File: config.mk
export PLATFORM = sky130hd
export DESIGN_NAME = lru_key_value_cache
export DESIGN_NICKNAME = d
export VERILOG_FILES = /design/src/sv/lkv_pkg.sv /design/src/sv/lkv_store.sv /design/src/sv/lkv_recency.sv /design/src/sv/lru_key_value_cache.sv
export SDC_FILE = /design/constraint.sdc
export NUM_CORES = 1
export LEC_CHECK = 0
export BUFFER_PORTS_ARGS = -buffer_cell sky130_fd_sc_hd__buf_2
export CAP_MARGIN = 40
export CORE_UTILIZATION = 29
export DETAILED_ROUTE_END_ITERATION = 6
export PLACE_DENSITY_LB_ADDON = 0.15
export SYNTH_ARGS = -nofsm -noshare
export SYNTH_HDL_FRONTEND = slang
export SYNTH_SLANG_ARGS = --single-unit
File: constraint.sdc
create_clock -name clk -period 9.1 [get_ports clk]
set_input_delay 0.455 -clock clk [delete_from_list [all_inputs] [get_ports clk]]
set_output_delay 0.455 -clock clk [all_outputs]
set_load 0.05 [all_outputs]
File: src/sv/lkv_pkg.sv
// Shared types and constants for the LRU key-value cache.
// Used by lkv_store, lkv_recency and lru_key_value_cache; no dependencies.
`default_nettype none

package lkv_pkg;

  localparam int unsigned DATA_W = 32;
  localparam int unsigned CAP_W  = 5;

  localparam logic [CAP_W-1:0]  CAP_RESET  = 5'd16;
  localparam logic [DATA_W-1:0] MISS_VALUE = 32'hFFFF_FFFF;

  localparam logic KIND_GET = 1'b0;
  localparam logic KIND_SET = 1'b1;

  // Recency table update requested by the sequencer
  typedef enum logic [1:0] {
    REC_NONE,
    REC_TOUCH,
    REC_INSERT
  } rec_op_t;

  typedef struct packed {
    rec_op_t op;
    logic    evict;
  } rec_cmd_t;

endpackage

`default_nettype wire

File: src/sv/lkv_store.sv
// Key and value memories of the LRU cache: one registered read port,
// one write port each. Depends on lkv_pkg.
`default_nettype none

module lkv_store #(
  parameter int unsigned ENTRIES = 16
) (
  input  wire logic                             clk,
  input  wire logic [$clog2(ENTRIES)-1:0]       rd_addr,
  output logic signed [lkv_pkg::DATA_W-1:0]     rd_key,
  output logic signed [lkv_pkg::DATA_W-1:0]     rd_value,
  input  wire logic                             wr_key_en,
  input  wire logic                             wr_val_en,
  input  wire logic [$clog2(ENTRIES)-1:0]       wr_addr,
  input  wire logic signed [lkv_pkg::DATA_W-1:0] wr_key,
  input  wire logic signed [lkv_pkg::DATA_W-1:0] wr_value
);
  import lkv_pkg::*;

  logic signed [DATA_W-1:0] key_mem   [ENTRIES];
  logic signed [DATA_W-1:0] value_mem [ENTRIES];

  always_ff @(posedge clk) begin
    if (wr_key_en) begin
      key_mem[wr_addr] <= wr_key;
    end
    rd_key <= key_mem[rd_addr];
  end

  always_ff @(posedge clk) begin
    if (wr_val_en) begin
      value_mem[wr_addr] <= wr_value;
    end
    rd_value <= value_mem[rd_addr];
  end

endmodule

`default_nettype wire

File: src/sv/lkv_recency.sv
// Valid bits, recency ranks and entry count of the LRU cache, updated
// in one step per command. Depends on lkv_pkg.
`default_nettype none

module lkv_recency #(
  parameter int unsigned ENTRIES = 16
) (
  input  wire logic                             clk,
  input  wire logic                             rst,
  input  wire lkv_pkg::rec_cmd_t                cmd,
  input  wire logic [$clog2(ENTRIES)-1:0]       slot,
  input  wire logic [$clog2(ENTRIES)-1:0]       evict_slot,
  input  wire logic [$clog2(ENTRIES)-1:0]       hit_rank,
  input  wire logic [$clog2(ENTRIES)-1:0]       rd_idx,
  output logic                                  rd_valid,
  output logic [$clog2(ENTRIES)-1:0]            rd_rank,
  output logic [$clog2(ENTRIES+1)-1:0]          count
);
  import lkv_pkg::*;

  localparam int unsigned IDX_W = $clog2(ENTRIES);
  localparam int unsigned CNT_W = $clog2(ENTRIES + 1);

  logic [ENTRIES-1:0] valid;
  logic [IDX_W-1:0]   rank [ENTRIES];
  logic [ENTRIES-1:0] keep;

  assign rd_valid = valid[rd_idx];
  assign rd_rank  = rank[rd_idx];

  // Entries that stay valid through an insert (the victim drops out)
  always_comb begin
    for (int i = 0; i < ENTRIES; i++) begin
      keep[i] = valid[i] && !(cmd.evict && (IDX_W'(i) == evict_slot));
    end
  end

  always_ff @(posedge clk) begin
    if (rst) begin
      valid <= '0;
      count <= '0;
      for (int i = 0; i < ENTRIES; i++) begin
        rank[i] <= '0;
      end
    end else begin
      unique case (cmd.op)
        REC_NONE: begin
        end
        REC_TOUCH: begin
          for (int i = 0; i < ENTRIES; i++) begin
            if (valid[i] && (rank[i] < hit_rank)) begin
              rank[i] <= rank[i] + IDX_W'(1);
            end
          end
          rank[slot] <= '0;
        end
        REC_INSERT: begin
          for (int i = 0; i < ENTRIES; i++) begin
            if (IDX_W'(i) == slot) begin
              valid[i] <= 1'b1;
              rank[i]  <= '0;
            end else begin
              valid[i] <= keep[i];
              rank[i]  <= keep[i] ? rank[i] + IDX_W'(1) : '0;
            end
          end
          if (!cmd.evict) begin
            count <= count + CNT_W'(1);
          end
        end
        default: begin
        end
      endcase
    end
  end

endmodule

`default_nettype wire

File: src/sv/lru_key_value_cache.sv
// Top level of the fully associative LRU key-value cache: sequencer,
// shared key comparator and output register. Depends on lkv_pkg,
// lkv_store and lkv_recency.
// Usage:
//   Input items (in_valid / in_stall) carry kind, key and value. A GET
//   returns one result item (hit, read_value) on out_valid / out_stall;
//   a miss returns hit 0 with read_value all ones. A SET stores the value,
//   inserting a new key as most recent and evicting the least recent entry
//   when capacity entries are held; it returns nothing. Write capacity
//   through cfg_wen / cfg_wdata while idle; zero acts as 1, values above
//   ENTRIES act as ENTRIES.
// Timing:
//   One equality comparator walks the key memory one entry per cycle,
//   the S_LAST state finishes the last compare and the S_COMMIT state
//   updates memories and ranks. The GET result and the drop of in_stall
//   both come with the commit, so no new item is taken before the last
//   one is through; the serial key scan sets how long an item takes.
//   A stalled result holds the next GET in commit; SETs go on.
// Reset (rst, synchronous) clears entries, count and out_valid and sets
//   capacity to 16; in_stall stays high while rst is high.
`default_nettype none

module lru_key_value_cache #(
  parameter int unsigned ENTRIES = 16
) (
  input  wire logic                              clk,
  input  wire logic                              rst,
  // configuration
  input  wire logic                              cfg_wen,
  input  wire logic [lkv_pkg::CAP_W-1:0]         cfg_wdata,
  // input items
  input  wire logic                              in_valid,
  output logic                                   in_stall,
  input  wire logic                              kind,
  input  wire logic signed [lkv_pkg::DATA_W-1:0] key,
  input  wire logic signed [lkv_pkg::DATA_W-1:0] value,
  // result items
  output logic                                   out_valid,
  input  wire logic                              out_stall,
  output logic                                   hit,
  output logic signed [lkv_pkg::DATA_W-1:0]      read_value
);
  import lkv_pkg::*;

  localparam int unsigned IDX_W = $clog2(ENTRIES);
  localparam int unsigned CNT_W = $clog2(ENTRIES + 1);
  localparam int unsigned CMP_W = (CNT_W > CAP_W) ? CNT_W : CAP_W;

  typedef enum logic [1:0] {
    S_IDLE,
    S_SCAN,
    S_LAST,
    S_COMMIT
  } state_t;

  state_t state;

  logic [CAP_W-1:0] capacity;

  // Held request
  logic                     req_kind;
  logic signed [DATA_W-1:0] req_key;
  logic signed [DATA_W-1:0] req_value;

  // Scan pointer and compare stage
  logic [IDX_W-1:0] idx;
  logic [IDX_W-1:0] cmp_idx;
  logic             cmp_vld;

  // Scan results
  logic                     found;
  logic [IDX_W-1:0]         found_idx;
  logic [IDX_W-1:0]         found_rank;
  logic signed [DATA_W-1:0] found_val;
  logic                     oldest_any;
  logic [IDX_W-1:0]         oldest_idx;
  logic [IDX_W-1:0]         oldest_rank;
  logic                     free_any;
  logic [IDX_W-1:0]         free_idx;

  // Store and recency interface
  logic signed [DATA_W-1:0] key_rd;
  logic signed [DATA_W-1:0] value_rd;
  logic                     rd_valid;
  logic [IDX_W-1:0]         rd_rank;
  logic [CNT_W-1:0]         count;
  rec_cmd_t                 rec_cmd;
  logic [IDX_W-1:0]         wr_slot;
  logic                     wr_key_en;
  logic                     wr_val_en;

  logic             key_match;
  logic             older;
  logic             first_free;
  logic [CMP_W-1:0] cap_ext;
  logic [CMP_W-1:0] eff_cap;
  logic             do_evict;
  logic [IDX_W-1:0] ins_slot;
  logic             out_free;
  logic             commit_go;

  assign in_stall = (state != S_IDLE) || rst;

  // Shared comparator: one stored key against the request per cycle
  assign key_match  = cmp_vld && rd_valid && (key_rd == req_key);
  assign older      = cmp_vld && rd_valid && (!oldest_any || (rd_rank > oldest_rank));
  assign first_free = cmp_vld && !rd_valid && !free_any;

  // Clamp capacity to 1..ENTRIES
  assign cap_ext = CMP_W'(capacity);
  always_comb begin
    priority if (cap_ext == '0) begin
      eff_cap = CMP_W'(1);
    end else if (cap_ext > CMP_W'(ENTRIES)) begin
      eff_cap = CMP_W'(ENTRIES);
    end else begin
      eff_cap = cap_ext;
    end
  end

  assign do_evict = CMP_W'(count) >= eff_cap;

  // New key goes to the lowest free slot, counting the victim as free
  always_comb begin
    if (!do_evict) begin
      ins_slot = free_idx;
    end else if (free_any && (free_idx < oldest_idx)) begin
      ins_slot = free_idx;
    end else begin
      ins_slot = oldest_idx;
    end
  end

  assign out_free  = !out_valid || !out_stall;
  assign commit_go = (state == S_COMMIT) && ((req_kind == KIND_SET) || out_free);

  assign wr_slot   = found ? found_idx : ins_slot;
  assign wr_key_en = commit_go && (req_kind == KIND_SET) && !found;
  assign wr_val_en = commit_go && (req_kind == KIND_SET);

  always_comb begin
    rec_cmd.evict = do_evict;
    if (!commit_go) begin
      rec_cmd.op = REC_NONE;
    end else if (found) begin
      rec_cmd.op = REC_TOUCH;
    end else if (req_kind == KIND_SET) begin
      rec_cmd.op = REC_INSERT;
    end else begin
      rec_cmd.op = REC_NONE;
    end
  end

  lkv_store #(
    .ENTRIES (ENTRIES)
  ) u_store (
    .clk       (clk),
    .rd_addr   (idx),
    .rd_key    (key_rd),
    .rd_value  (value_rd),
    .wr_key_en (wr_key_en),
    .wr_val_en (wr_val_en),
    .wr_addr   (wr_slot),
    .wr_key    (req_key),
    .wr_value  (req_value)
  );

  lkv_recency #(
    .ENTRIES (ENTRIES)
  ) u_recency (
    .clk        (clk),
    .rst        (rst),
    .cmd        (rec_cmd),
    .slot       (wr_slot),
    .evict_slot (oldest_idx),
    .hit_rank   (found_rank),
    .rd_idx     (cmp_idx),
    .rd_valid   (rd_valid),
    .rd_rank    (rd_rank),
    .count      (count)
  );

  always_ff @(posedge clk) begin
    if (rst) begin
      state     <= S_IDLE;
      out_valid <= 1'b0;
      cmp_vld   <= 1'b0;
      capacity  <= CAP_RESET;
    end else begin
      if (cfg_wen) begin
        capacity <= cfg_wdata;
      end

      // Load a GET result at commit; otherwise drop the result once taken
      if (commit_go && (req_kind == KIND_GET)) begin
        out_valid  <= 1'b1;
        hit        <= found;
        read_value <= found ? found_val : MISS_VALUE;
      end else if (out_valid && !out_stall) begin
        out_valid <= 1'b0;
      end

      // Track hit, oldest entry and first free slot as the scan goes by
      if (key_match && !found) begin
        found      <= 1'b1;
        found_idx  <= cmp_idx;
        found_rank <= rd_rank;
        found_val  <= value_rd;
      end
      if (older) begin
        oldest_any  <= 1'b1;
        oldest_idx  <= cmp_idx;
        oldest_rank <= rd_rank;
      end
      if (first_free) begin
        free_any <= 1'b1;
        free_idx <= cmp_idx;
      end

      unique case (state)
        S_IDLE: begin
          if (in_valid) begin
            req_kind   <= kind;
            req_key    <= key;
            req_value  <= value;
            idx        <= '0;
            found      <= 1'b0;
            oldest_any <= 1'b0;
            free_any   <= 1'b0;
            oldest_idx <= '0;
            free_idx   <= '0;
            state      <= S_SCAN;
          end
        end
        S_SCAN: begin
          cmp_vld <= 1'b1;
          cmp_idx <= idx;
          idx     <= idx + IDX_W'(1);
          if (idx == IDX_W'(ENTRIES - 1)) begin
            state <= S_LAST;
          end
        end
        S_LAST: begin
          cmp_vld <= 1'b0;
          state   <= S_COMMIT;
        end
        S_COMMIT: begin
          // Hold here while a GET result cannot be loaded
          if (commit_go) begin
            state <= S_IDLE;
          end
        end
        default: begin
          state <= S_IDLE;
        end
      endcase
    end
  end

endmodule

`default_nettype wire

======== After elaboration in Yosys (flattened, before gate mapping) ========
Memory sizes are Yosys's and may differ from the RTL's. A register that Yosys moved wholly into a read port is not among the register bits.
Index checks and enable logic that the tools add are counted.
cells by class
  $lt $le $gt $ge ......................... 21
  multiplexer cells ....................... 316
  $add $sub $neg .......................... 18
  bitwise logic cells ..................... 51
  reduce and logical (&&, ||, !) cells .... 102
  eq/ne operators ......................... 40
operators by type and width
  cell                   number
  $mux W4                75
  $mux W1                229
  $add A4 B1 Y4 const B  17
  $lt A4 B4 Y1           17
  $eq A4 B4 Y1 const A   16
  $logic_and A1 B1 Y1    60
  $or A1 B1 Y1           48
  $eq A3 B4 Y1 const A   8
  $eq A32 B32 Y1         1
  $logic_not A1 Y1       22
  $eq A2 B4 Y1 const A   4
  $mux W2                6
  $mux W5                2
  $reduce_and A2 Y1      5
  $reduce_and A3 Y1      3
  $eq A1 B4 Y1 const A   2
  $logic_not A4 Y1       2
  $pmux W2 S4            1
  $pmux W4 S2            1
  $reduce_bool A2 Y1     4
  $eq A2 B2 Y1 const B   3
  $ne A2 B2 Y1 const B   3
  $add A5 B1 Y5 const B  1
  $ge A5 B5 Y1           1
  other kinds (11)       17
word-level totals
  output and inout bits ................... 35
  memory bits (writable) .................. 1088
  flip-flop bits (word level) ............. 191
  memories kept ........................... 3
  logic and storage cells ................. 573
memory list
  memory             depth  bits a word  read ports  clocked after memory_dff  wr ports  line               text
  u_store.key_mem    16     32           1           1                         1         lkv_store.sv:20    logic signed [DATA_W-1:0] key_mem [ENTRIES];
  u_store.value_mem  16     32           1           1                         1         lkv_store.sv:21    logic signed [DATA_W-1:0] value_mem [ENTRIES];
  u_recency.rank     16     4            17          1                         17        lkv_recency.sv:25  logic [IDX_W-1:0] rank [ENTRIES];

======== Longest topological paths before layout ========
Gate-level depths: netlist (run 1).
  depth in word-level cells ............... 13
  mapped depth ............................ 14
  gate-level depth less buffers ........... 12

======== Hierarchy ========
A second synthesis (run 1) with hierarchy kept.
unflattened totals
  cell total of the unflattened synthesis .. 2794
  area, all modules ....................... 52525.4 um^2
by module, submodules not included
  module               sequential area each (um^2)  cells an instance  area each (um^2)  times used
  lkv_store            32030.7                      1672               39655.5           1
  lru_key_value_cache  5014.8                       394                6527.5            1
  lkv_recency          1701.6                       728                6342.3            1

======== Worst setup path before layout (run 1) ========
Ideal clock, no wire load.
  kind .................................... register -> register
  from .................................... register capacity[1] (netlist: cap_ext[1])
  to ...................................... memory u_store.key_mem[8][0] (enable)
  path slack .............................. 4.168 ns
  cell stages (with the launch flop) ...... 12
  setup time .............................. 0.464 ns
  data arrival time ....................... 4.469 ns
  path buffers ............................ 1
  clock period less this slack ............ 4.932 ns
  cells stage by stage .................... dfxtp_1 -> nor3_1 -> nor2_1 -> nor2_1 -> ha_1 -> nand2b_1 -> a41oi_2 -> a2111oi_2 -> nor3_1 -> buf_2 -> nand2_1 -> nor3_1
between the ends
  cells in the longest elaborated chain, start to end .. 6
  elaborated cells on any way between the ends .. 7
  those cells by class .................... order compare: 2; mux: 4; reduce/logical: 1
RTL lines
  what                    line                        text
  from (decl)             lru_key_value_cache.sv:58   logic [CAP_W-1:0] capacity;
  from (signal assigned)  lru_key_value_cache.sv:191  capacity <= cfg_wdata;
  $gt A5 B5 Y1            lru_key_value_cache.sv:114  end else if (cap_ext > CMP_W'(ENTRIES)) begin
  $mux W5                 lru_key_value_cache.sv:114
  $mux W5 (*)             lru_key_value_cache.sv:112  priority if (cap_ext == '0) begin
  $ge A5 B5 Y1 (*)        lru_key_value_cache.sv:121  assign do_evict = CMP_W'(count) >= eff_cap;
  $mux W4 (*)             lru_key_value_cache.sv:125  if (!do_evict) begin
  $mux W4 (*)             lru_key_value_cache.sv:137  assign wr_slot = found ? found_idx : ins_slot;
  to (decl)               lkv_store.sv:20
Mark *: on every way between the ends. The rest lies on a longest branch, timed or not.

======== Worst setup path after layout (run 1) ========
  from .................................... register oldest_idx[3]
  to ...................................... memory u_store.value_mem[11][14] (enable)
between the ends
  cells in the longest elaborated chain, start to end .. 5
RTL lines
  what                    line                        text
  from (decl)             lru_key_value_cache.sv:76   logic [IDX_W-1:0] oldest_idx;
  from (signal assigned)  lru_key_value_cache.sv:212  oldest_idx <= cmp_idx;
  $lt A4 B4 Y1            lru_key_value_cache.sv:127  end else if (free_any && (free_idx < oldest_idx)) begin
  $logic_and A1 B1 Y1     lru_key_value_cache.sv:127
  $mux W4 (*)             lru_key_value_cache.sv:127
  $mux W4 (*)             lru_key_value_cache.sv:125
  $mux W4 (*)             lru_key_value_cache.sv:137
  to (decl)               lkv_store.sv:21
Marks and branches as above.

==> flow_metrics.tcl, run 1 <==
set metrics [dict create \
    status "complete, no violations" \
    synthCells 2577 \
    nNetsFinal 3047 \
    cts_buffers 150 \
    slowest_delay_ns 0.56 \
    period_needed_ns 4.30 \
    clock_power_share_pct 40.8 \
    final_common_cell "edfxtp_1" \
    fmax_ghz 0.233 \
    clkTransAtPathRegs_ns 0.06 \
    core_area_mm2 0.179 \
    finalPower_mw 15.1 \
    post-route-util_pct 34.9 \
    cts_sinks 1347 \
    dp_hpwl_um 78900 \
    dieArea_mm2 0.182 \
    yosys.area.top_type_share_pct 68.1 \
    grt-ovfl-total 0 \
    grt_max_degree 87 \
    diodes 0 \
    clkLatencyLatePin_ns 0.77 \
    comb_power_share_pct 11.0 \
    power.leakage_nw 20.2 \
    cts_setup_buffers 0 \
    ys_types 63 \
    synth_sequential_area_ratio_pct 74.3 \
    grt_util_all_layers_pct 14.8 \
    via_per_inst 4.83 \
    synthFlopType "edfxtp_1" \
    clock_skew_ns 0.0254 \
    worstPathArrival_ns 4.68 \
    syn_avg_cell_area_um2 20.3 \
    whs_ns 0.0750 \
    routabilityCongestion 0.840 \
    antenna_left 0 \
    die_x_um 426 \
    hp-class "input pin to register" \
    routed_wl_um 133000 \
    rows 155 \
    drt_iter0_drc 1966 \
    pwr-share-seq_pct 48.3 \
    antenna_found_initial 3 \
    placed_area_mm2 0.0565 \
    drcViolationCount 0 \
    vdd_drop_max_mv 0.198 \
    placed_cells 5018 \
    worstSetupEndpointType "register" \
    syn_nets 2734 \
    firstDrtPassIters 6 \
    cts_tree "built" \
    slew-limit-headroom_pct 41.5 \
    wl_per_cell_um 24.8 \
    finalNonFillerCells 5367 \
    grt_pass1_vias 27600 \
    startpoint_type "register" \
    setup_ws_ns 4.80 \
    ys_ff_latch 1347 \
    post-place-ws_ns 4.86 \
    critPathTopFamily "simple AND/OR/NAND/NOR gates" \
    synth-edff-count 1185 \
    ys_top_cells_by_area "edfxtp_1, mux4_2, dfxtp_1" \
    mappedNetlistArea_mm2 0.0523 \
    final_cell_mix "edfxtp_1, mux4_2, dfxtp_1, clkbuf_16, buf_2" \
    synth_top_cell_by_area "edfxtp_1" \
    cpMostUsedCell "buf_4" \
    fin_tns_setup_ns 0 \
    power_switching_share_pct 23.6 \
    cts-root-buf "clkbuf_16" \
    grt_pass1_wl_um 194000 \
    vias 25900 \
    powerDensity_mw_per_mm2 243 \
    finalSetupViolCount 0 \
    power_switching_mw 3.56 \
    start_util_pct 29.3 \
    path_buf_inv 3 \
    required_ns 9.49 \
    cts-htree-levels 4 \
    worst_pin_slew_ns 0.856 \
    crit_chain "inv_1, ha_1, o211ai_1, o2111a_2, a2111oi_1, nor3_1, buf_4, nor2_1, nand3_1, nor2_4, buf_4" \
    drv_slew 0 \
    yosysWarnings 0 \
    crit_type "register to register" \
    period_share_pct 47.2 \
    async_flop_share_pct 0 \
    final_cell_area_mm2 0.0623 \
    io_pins 110 \
    cp_slowest_cell "buf_4" \
    p_int_mw 11.5 \
    die_y_um 426 \
    finalHoldViolations 0 \
    io_buffers 109 \
    synthToLayoutAreaGrowth_pct 19.2 \
    drv_cap 0 \
    cts_buffer_depth 3 \
    drive_above_1_share_pct 27.3 \
    path_max_fanout 32 \
    rsz0062_at_grt "no" \
]
-- power groups by stage --
stage | Clock [mW] | Sequential (mW) | Combinational (mW)
after global placement | 0 | 7.43 | 1.60
after CTS | 6.35 | 7.30 | 1.71
after global routing | 6.56 | 7.33 | 1.80
final | 6.16 | 7.29 | 1.65
after detailed placement | 0 | 7.43 | 1.68
after floorplan | 0 | 7.33 | 1.16
-- state kept, by name, indices dropped and copies added, names as in the netlist, 5 cells and up, named ones only --
signal             flops
u_store.key_mem      512
u_store.value_mem    512
u_recency.rank        64
found_val             32
read_value            32
req_key               32
req_value             32
u_store.rd_key        32
u_store.rd_value      32
u_recency.valid       16
cap_ext                5
u_recency.count        5
-- synthesized netlist by cell type, drive strengths merged (17+ instances only) --
| cell | count |
|---|---|
| nor3 | 18 |
| o21ai | 42 |
| dfxtp | 162 |
| buf | 40 |
| mux2i | 23 |
| a21oi | 56 |
| nor2 | 101 |
| ha | 82 |
| inv | 46 |
| edfxtp | 1185 |
| nand2b | 56 |
| nand2 | 72 |
| clkbuf | 71 |
| nand3 | 19 |
| xor2 | 54 |
| mux4 | 345 |
| nor4 | 17 |
-- worst reg2reg max path, cell delays in order (launching register included) --
cell       delay [ns]
edfxtp_1         0.55
inv_1            0.18
ha_1             0.33
o211ai_1         0.11
o2111a_2         0.33
a2111oi_1        0.46
nor3_1           0.12
buf_4            0.21
nor2_1           0.45
nand3_1          0.36
nor2_4           0.15
buf_4            0.56
-- layer usage --
metal / GRT usage (%) / part of all wire [%] / vias up
met5: 0 / 0 / -
met4: 3.97 / 2.1 / 0
met3: 2.66 / 4.1 / 191
met2: 24.2 / 49 / 582
met1: 20.2 / 45 / 13900
li1: - / - / 11300
-- layout make-up --
type                            count  area, um2
Timing Repair Buffer              272       2340
Multi-Input combinational cell   1073      13000
Sequential cell                  1347      38800
Tap cell                         2355       2950
Clock inverter                     80        911
Clock buffer                      194       4110
Inverter                           46        173
Fill cell                       16500     116000
-- repair_timing --
action / 4_1_cts / 5_1_grt
hold buffers: 75 / 0
hold endpoints to repair: 70 / 0
resized for setup: 0 / 0
-- kinds of logic after synthesis --
logic type,after synthesis,share of synthesized area [%]
flip-flops,1347,74.3
buffers and inverters,157,1.17
XOR/XNOR,57,0.955
AND/OR/NAND/NOR,349,3.38
AO/OA/AOI/OAI,213,2.84
adder cells (fa/ha/maj),82,1.96
multiplexers,372,15.4
-- final timing paths --
| kind | end | from | slack (ns) | cells after the start |
|---|---|---|---|---|
| max reg2reg | u_store.value_mem[11][14] | oldest_idx[3] | 4.80 | 11 |
| min reg2reg | found_val[26] | u_store.rd_value[26] | 0.39 | 0 |
| max | u_store.value_mem[11][14] | oldest_idx[3] | 4.80 | 11 |
| min | cap_ext[2] | cfg_wen | 0.07 | 3 |
Power figures use the tool's default switching activity.
==> run 2, diff against run 1 <==
Clock period 9.1 ns to 4.39 ns, I/O delays scaled along.
==> flow_metrics.tcl, run 2 (same netlist as run 1, synthesis figures left out) <==
set metrics [dict create \
    status "complete, no violations" \
    finalHoldViolations 0 \
    start_util_pct 29.3 \
    cts_sinks 1347 \
    cp_slowest_cell "a2111oi_1" \
    die_x_um 426 \
    final_cell_area_mm2 0.0623 \
    period_share_pct 86.0 \
    die_y_um 426 \
    cts_tree "built" \
    cts_setup_buffers 0 \
    drt_iter0_drc 2023 \
    grt_util_all_layers_pct 14.9 \
    slew-limit-headroom_pct 47.6 \
    reg2reg_from "cap_ext[4]" \
    multi_input_area_mm2 0.0130 \
    setup_ws_ns 0.616 \
    regToRegSetupSlack_ns 0.62 \
    seq_area_mm2 0.0388 \
    drv_cap 0 \
    crit_type "register to register" \
    rows 155 \
    drcViolationCount 0 \
    grt_max_degree 75 \
    startpoint "cap_ext[4]" \
    cts-htree-levels 4 \
    routabilityCongestion 0.869 \
    powerDensity_mw_per_mm2 496 \
    timing.rr.end "u_store.key_mem[2][26]" \
    wl_per_cell_um 25.0 \
    clkLatencyLatePin_ns 0.78 \
    routed_wl_um 134000 \
    required_ns 4.81 \
    fmax_ghz 0.265 \
    cts_hold_buf 83 \
    synthToLayoutAreaGrowth_pct 19.3 \
    placed_area_mm2 0.0567 \
    core_area_mm2 0.179 \
    startpoint_type "register" \
    crit_end "u_store.key_mem[2][26]" \
    antenna_found_initial 7 \
    cts_buffer_depth 3 \
    fin_tns_setup_ns 0 \
    vdd_drop_max_mv 0.310 \
    cpMostUsedCell "nand2_1" \
    hp-class "input pin to register" \
    clock_skew_ns 0.0298 \
    grt_pass1_wl_um 196000 \
    worstSetupEndpointType "register" \
    antenna_left 0 \
    diodes 0 \
    crit_chain "inv_1, nand2_1, ha_1, and2_1, a41oi_2, a2111oi_1, nor3_1, buf_4, nor4_1, nand2_1, inv_2, buf_12" \
    cts_buffers 151 \
    final_common_cell "edfxtp_1" \
    finalSetupViolCount 0 \
    clkTransAtPathRegs_ns 0.06 \
    io_buffers 109 \
    nNetsFinal 3060 \
    postCtsResizedCells 0 \
    grt_pass1_vias 27900 \
    worst_pin_slew_ns 0.783 \
    ff2ff_path_depth 12 \
    vias 25900 \
    final.fill_count 16500 \
    cts-root-buf "clkbuf_16" \
    rsz0062_at_grt "no" \
    dieArea_mm2 0.182 \
    period_needed_ns 3.77 \
    final_cell_mix "edfxtp_1, mux4_2, dfxtp_1, clkbuf_16, buf_2" \
    slowest_delay_ns 0.73 \
    power.leakage_nw 20.2 \
    path_max_fanout 32 \
    grt-ovfl-total 0 \
    post-place-ws_ns 0.660 \
    drv_slew 0 \
    via_per_inst 4.82 \
    dp_hpwl_um 78400 \
    reg_top3 "u_store.key_mem (512), u_store.value_mem (512), u_recency.rank (64)" \
    drive_above_1_share_pct 26.8 \
    firstDrtPassIters 6 \
    io_pins 110 \
    worstPathArrival_ns 4.20 \
]
==> run 2: through the flow <==
step | std cells | hold slack [ns] | total power, mW | util, %
after floorplan | 2577 | 0.318 | 17.6 | -
after global placement | 5019 | 0.390 | 18.9 | 31.7
after detailed placement | 5022 | 0.389 | 18.9 | 31.7
after CTS | 5378 | 0.0830 | 31.4 | 34.9
after global routing | 5378 | 0.116 | 32.1 | 34.9
final | 5378 | 0.158 | 30.9 | 34.9
==> run 2: worst max-delay path, delay by kind of cell, from the launching register on <==
kind | cells | cell delay, ns
AO/OA/AOI/OAI | 2 | 0.97
adder cells (fa/ha/maj) | 1 | 0.29
AND/OR/NAND/NOR | 5 | 1.06
buffers and inverters | 4 | 0.75
flip-flops | 1 | 0.31
==> run 2: worst min path at each step <==
stage | start | slack, ns | endpoint | depth (start not counted)
final | value[27] | 0.16 | req_value[27] | 2
after global routing | value[30] | 0.12 | req_value[30] | 2
after CTS | value[27] | 0.08 | req_value[27] | 2
after detailed placement | u_store.rd_value[11] | 0.39 | found_val[11] | 0
after global placement | u_store.rd_value[24] | 0.39 | found_val[24] | 0
after floorplan | key[0] | 0.32 | req_key[0] | 0
==> run 2: power by group <==
group / internal (mW) / switching (mW)
Clock: 7.27 / 5.00
Combinational: 1.64 / 1.82
Sequential: 14.6 / 0.535
==> run 2: area by class of cell <==
class,count,share of cell area [%]
sequential,1347,62.3
clock buffer,207,6.82
inverter,46,0.277
timing repair buffer,284,4.16
tap,2355,4.73
clock inverter,66,0.889
multi-input combinational,1073,20.8
==> run 2: per-layer routing <==
layer | share of wire, % | wire length (um) | track usage [%]
met4 | 2.1 | 2800 | 4.12
met3 | 3.9 | 5280 | 2.48
met2 | 49 | 65600 | 24.3
met5 | 0.0097 | 13 | 0
met1 | 45 | 60800 | 20.4
